## src/sv/gsv_pkg.sv

```systemverilog
// ----------------------------------------------------------------------------
// gsv_pkg: shared definitions for the grouped sample variance core
// Sizes, status codes and sequencer states used by the core and its divider.
// ----------------------------------------------------------------------------
package gsv_pkg;

  localparam int MAX_SAMPLES = 4096;
  localparam int ADDR_W      = $clog2(MAX_SAMPLES);
  localparam int CNT_W       = $clog2(MAX_SAMPLES + 1);
  localparam int SUM_W       = 32 + ADDR_W;
  localparam int ACC_W       = 64 + ADDR_W;
  localparam int DIV_W       = 64;
  localparam int VAR_W       = 40;

  localparam logic [1:0] STATUS_OK  = 2'd0;
  localparam logic [1:0] STATUS_FEW = 2'd1;
  localparam logic [1:0] STATUS_OVF = 2'd2;

  typedef enum logic [2:0] {
    ST_IDLE,
    ST_MEAN_GO,
    ST_MEAN_WAIT,
    ST_WALK,
    ST_VAR_GO,
    ST_VAR_WAIT
  } state_t;

endpackage

```

## src/sv/gsv_div.sv

```systemverilog
// ----------------------------------------------------------------------------
// gsv_div: iterative unsigned divider
// Restoring division of a 64-bit dividend by a count, one quotient bit a cycle.
// ----------------------------------------------------------------------------
module gsv_div (
  input  logic                      clk,
  input  logic                      rst,
  input  logic                      start,
  input  logic [gsv_pkg::DIV_W-1:0] dividend,
  input  logic [gsv_pkg::CNT_W-1:0] divisor,
  output logic [gsv_pkg::DIV_W-1:0] quotient,
  output logic                      done
);
  import gsv_pkg::*;

  localparam int STEP_W = $clog2(DIV_W);

  logic              running;
  logic [STEP_W-1:0] step;
  logic [CNT_W-1:0]  dvsr;
  logic [CNT_W-1:0]  rem;
  logic [CNT_W:0]    trial;
  logic              fits;

  assign trial = {rem, quotient[DIV_W-1]};
  assign fits  = trial >= {1'b0, dvsr};

  always_ff @(posedge clk) begin
    if (rst) begin
      running <= 1'b0;
      done    <= 1'b0;
      step    <= '0;
    end else begin
      done <= 1'b0;
      if (start) begin
        running  <= 1'b1;
        step     <= '0;
        quotient <= dividend;
        dvsr     <= divisor;
        rem      <= '0;
      end else if (running) begin
        rem      <= fits ? CNT_W'(trial - {1'b0, dvsr}) : CNT_W'(trial);
        quotient <= {quotient[DIV_W-2:0], fits};
        step     <= step + STEP_W'(1);
        if (step == STEP_W'(DIV_W - 1)) begin
          running <= 1'b0;
          done    <= 1'b1;
        end
      end
    end
  end

endmodule

```

## config.mk

```make
export PLATFORM = sky130hd
export DESIGN_NAME = gsv_div
export DESIGN_NICKNAME = d
export VERILOG_FILES = /design/src/sv/gsv_pkg.sv /design/src/sv/gsv_div.sv
export SDC_FILE = /design/constraint.sdc
export NUM_CORES = 1
export LEC_CHECK = 0
export ABC_AREA = 1
export BUFFER_PORTS_ARGS = -buffer_cell sky130_fd_sc_hd__buf_2
export CORE_MARGIN = 2
export CORE_UTILIZATION = 35
export CTS_CLUSTER_DIAMETER = 50
export DETAILED_ROUTE_END_ITERATION = 6
export SETUP_SLACK_MARGIN = 0.4
export SLEW_MARGIN = 30
export SYNTH_ARGS = -nofsm -noshare
export SYNTH_HDL_FRONTEND = slang
export SYNTH_SLANG_ARGS = --single-unit
```

## constraint.sdc

```tcl
create_clock -name clk -period 15.4 [get_ports clk]
set_clock_uncertainty 0.1 [all_clocks]
set_input_delay 1.54 -clock clk [delete_from_list [all_inputs] [get_ports clk]]
set_output_delay 1.54 -clock clk [all_outputs]
set_load 0.1 [all_outputs]
```

==> impl_metrics.json <==
{
  "grt_start_max_net_pins": 80,
  "grt_setup_unrepaired": "false",
  "fin_ws_ns": 11.66,
  "post-dp-hpwl_mm": 8.33,
  "portion_of_total_power_attributed_to_sequential_cells_pct": 44.1,
  "final.setup.tns_ns": 0,
  "max-slew-margin-rel_pct": 44.6,
  "timing.critical_path.to_type": "register",
  "irDropWorstVdd_v": 0.0000499,
  "timing.hold.worst.class": "reg2reg",
  "synth.top_cells.by_area": "edfxtp_1, nand2_1, inv_1",
  "clock_insertion_delay_worst_skew_ns": 0.34,
  "grt_pass1_wl_mm": 18.7,
  "layout_min_cycle_time_ns": 3.74,
  "detail_route.wirelength_mm": 11.5,
  "cts_tree": "yes",
  "global_route.overflow_total": 0,
  "routed-via-count": 4005,
  "post_cts_buffers": 0,
  "hp-start": "step[2]",
  "r2r_path_start": "quotient[63]",
  "tritoncts_num_sinks": 98,
  "regToRegEndpoint": "rem[5]",
  "clkPwrFrac_pct": 29.8,
  "finalHoldViolCount": 0,
  "critPathMaxStageDelay_ns": 0.49,
  "cts_resized": 0,
  "clock_pin_slew_reported_for_the_worst_setup_and_hold_paths_after_clock_tree_synthesis_ns": 0.06,
  "cp_cell_sequence": "buf_2 -> buf_4 -> inv_2 -> buf_4 -> a21oi_4 -> buf_4 -> buf_12",
  "hold_buffers": 0,
  "setup_viol_count_final": 0,
  "antenna_cells": 0,
  "critPathTopFamily": "buffers and inverters",
  "die_h_um": 123,
  "crit_buf_inv": 6,
  "total_switching_power_mw": 0.253,
  "vias_per_cell": 4.55,
  "synthDominantCellAreaShare_pct": 54.9,
  "swShare_pct": 34.4,
  "routedWlPerCell_um": 13.0,
  "seq_total_area_yosys_pct": 58.2,
  "firstDrtPassIters": 6,
  "worst_r2r_setup_slack_ns": 12.99,
  "power.combinational.fraction_pct": 26.1,
  "reg2regPathDepth": 11,
  "groute.usage.overall_pct": 15.8,
  "post_synth_inst_count": 551,
  "hold_depth": 2,
  "die_w_um": 123,
  "drt_iter0_markers": 193,
  "worstPathMaxFanout": 79,
  "layout.area.seq_um2": 2860,
  "io_buffer_count": 144,
  "intPower_mw": 0.484,
  "path_common_cell": "buf_4",
  "place_congestion": 0.814,
  "worst_ep_required_time_ns": 15.32,
  "clk_root_buffer_cell": "clkbuf_16",
  "critical_path.slowest_cell": "buf_4",
  "syn_area_um2": 4920,
  "setup.worst_path.start": "start",
  "worstPathArrival_ns": 3.66,
  "pin_count": 145,
  "yosys.area.top_type": "edfxtp_1",
  "achievable-frequency_mhz": 267,
  "worst_pin_slew_ns": 0.831,
  "synth_seq_cells": 98,
  "clock_tree.buffer_depth": 2,
  "multi_input_area_um2": 1780,
  "fillerInstances": 1394,
  "synth.yosys.warnings": 0,
  "cp-start-kind": "input port",
  "postSynthNetCount": 646,
  "power.static_leakage_nw": 3.00,
  "drive_gt1_share_pct": 28.4,
  "remaining_number_of_nets_flagged_by_the_antenna_check_after_routing": 0,
  "drc_violation_count_after_routing": 0,
  "layout.nets": 790,
  "place_ws_ns": 11.16,
  "cts_htree_levels": 3,
  "core_um2": 13800,
  "placementRows": 43,
  "first_global_vias": 3946,
  "finish.utilization_pct": 44.4,
  "maxSlewViolCount": 0,
  "max_cap_violations": 0,
  "areaGrowthSynthToFinish_pct": 24.8,
  "grt_antenna_before_repair": 0,
  "min_to": "step[2]",
  "status": "completed",
  "initial_core_utilization_pct": 35.6,
  "mapped_avg_cell_area_um2": 8.93,
  "worstSetupPathType": "in2reg",
  "number_of_library_cell_types_mapped_by_synthesis": 27,
  "pwr_cell_area_nw_per_um2": 120,
  "period_share_pct": 24.3,
  "cts_buffers": 9,
  "die_area_um2": 15000
}
sequential cells by signal, summed over array words and instances, names as in the netlist:
| register | count |
|---|---|
| quotient | 64 |
| done | 1 |
| rem | 13 |
| dvsr | 13 |
| running | 1 |
| step | 6 |
synthesized netlist by cell type:
master and number:
o21ai_2 7, ha_1 14, o21bai_1 1, xnor2_1 2, fa_1 1, nand3_1 15
clkbuf_1 12, nand4_1 3, inv_1 51, buf_2 2, xor2_1 4, buf_1 1
nand3_4 1, inv_2 3, o31a_1 1, nand2_1 260, edfxtp_1 90, a21oi_2 1
o21ai_0 6, clkinv_1 1, nor2_1 36, nand2_2 7, a21oi_1 9, nor2_2 12
dfxtp_1 8, buf_12 1, nand3_2 2
final cells by class:
cell class	instances	share of cell area [%]
sequential	98	46.6
inverter	55	3.36
tap	180	3.67
clock buffer	13	4.40
clock inverter	3	0.367
multi-input combinational	382	29.0
timing repair buffer	149	12.6
worst max-delay path by stage:
stage,end,slack (ns),depth (start not counted)
CTS,rem[11],11.51,6
global placement,quotient[37],11.19,6
detailed placement,quotient[47],11.16,6
finish,quotient[51],11.66,7
global route,rem[11],11.49,7
floorplan,quotient[0],9.28,2
power groups by stage:
| stage | Clock (mW) | Combinational (mW) | Sequential, mW |
|---|---|---|---|
| final | 0.219 | 0.193 | 0.325 |
| after global placement | 0 | 0.191 | 0.331 |
| after global routing | 0.236 | 0.210 | 0.327 |
| after CTS | 0.224 | 0.193 | 0.325 |
| after floorplan | 0 | 0.0764 | 0.409 |
| after detailed placement | 0 | 0.193 | 0.331 |
stage by stage:
step | instance area (µm²) | total power, mW | hold slack [ns] | cells
CTS | 6120 | 0.743 | 0.387 | 879
floorplan | 4920 | 0.485 | 0.343 | 551
global placement | 5830 | 0.522 | 0.359 | 863
global route | 6140 | 0.773 | 0.411 | 880
finish | 6140 | 0.737 | 0.389 | 880
detailed placement | 5830 | 0.523 | 0.376 | 863
metal layers:
metal / GRT usage [%] / part of all wire (%) / routed length [µm]
met5: 0 / 0 / 0
met4: 5.89 / 1.4 / 157
met3: 4.00 / 6.3 / 722
met2: 24.1 / 46 / 5230
met1: 21.9 / 47 / 5350
layout by cell type, fill, tap and decap left out, drive strengths merged:
cell / synthesis / final
nand3: 18 / 18
o21bai: 1 / 1
clkinv: 1 / 2
a21oi: 10 / 10
o21ai: 13 / 13
inv: 54 / 56
xor2: 4 / 4
buf: 4 / 149
fa: 1 / 1
nand4: 3 / 3
clkbuf: 12 / 13
xnor2: 2 / 2
ha: 14 / 14
nor2: 48 / 48
nand2: 267 / 267
dfxtp: 8 / 8
o31a: 1 / 1
edfxtp: 90 / 90
logic make-up after synthesis:
| kind of cell | after synthesis | share of synthesized area [%] |
|---|---|---|
| AO/OA/AOI/OAI | 25 | 3.28 |
| XOR/XNOR | 6 | 1.07 |
| adder cells (fa/ha/maj) | 15 | 3.97 |
| buffers and inverters | 71 | 5.80 |
| flip-flops | 98 | 58.2 |
| AND/OR/NAND/NOR | 336 | 27.7 |
tightest hold or removal path: cells and delay by family (launching register included):
family	cells	cell delay, ns
flops	1	0.31
buf+inv	1	0.08
compound gates	1	0.06
Note: power is estimated with default switching activity, not from simulation.
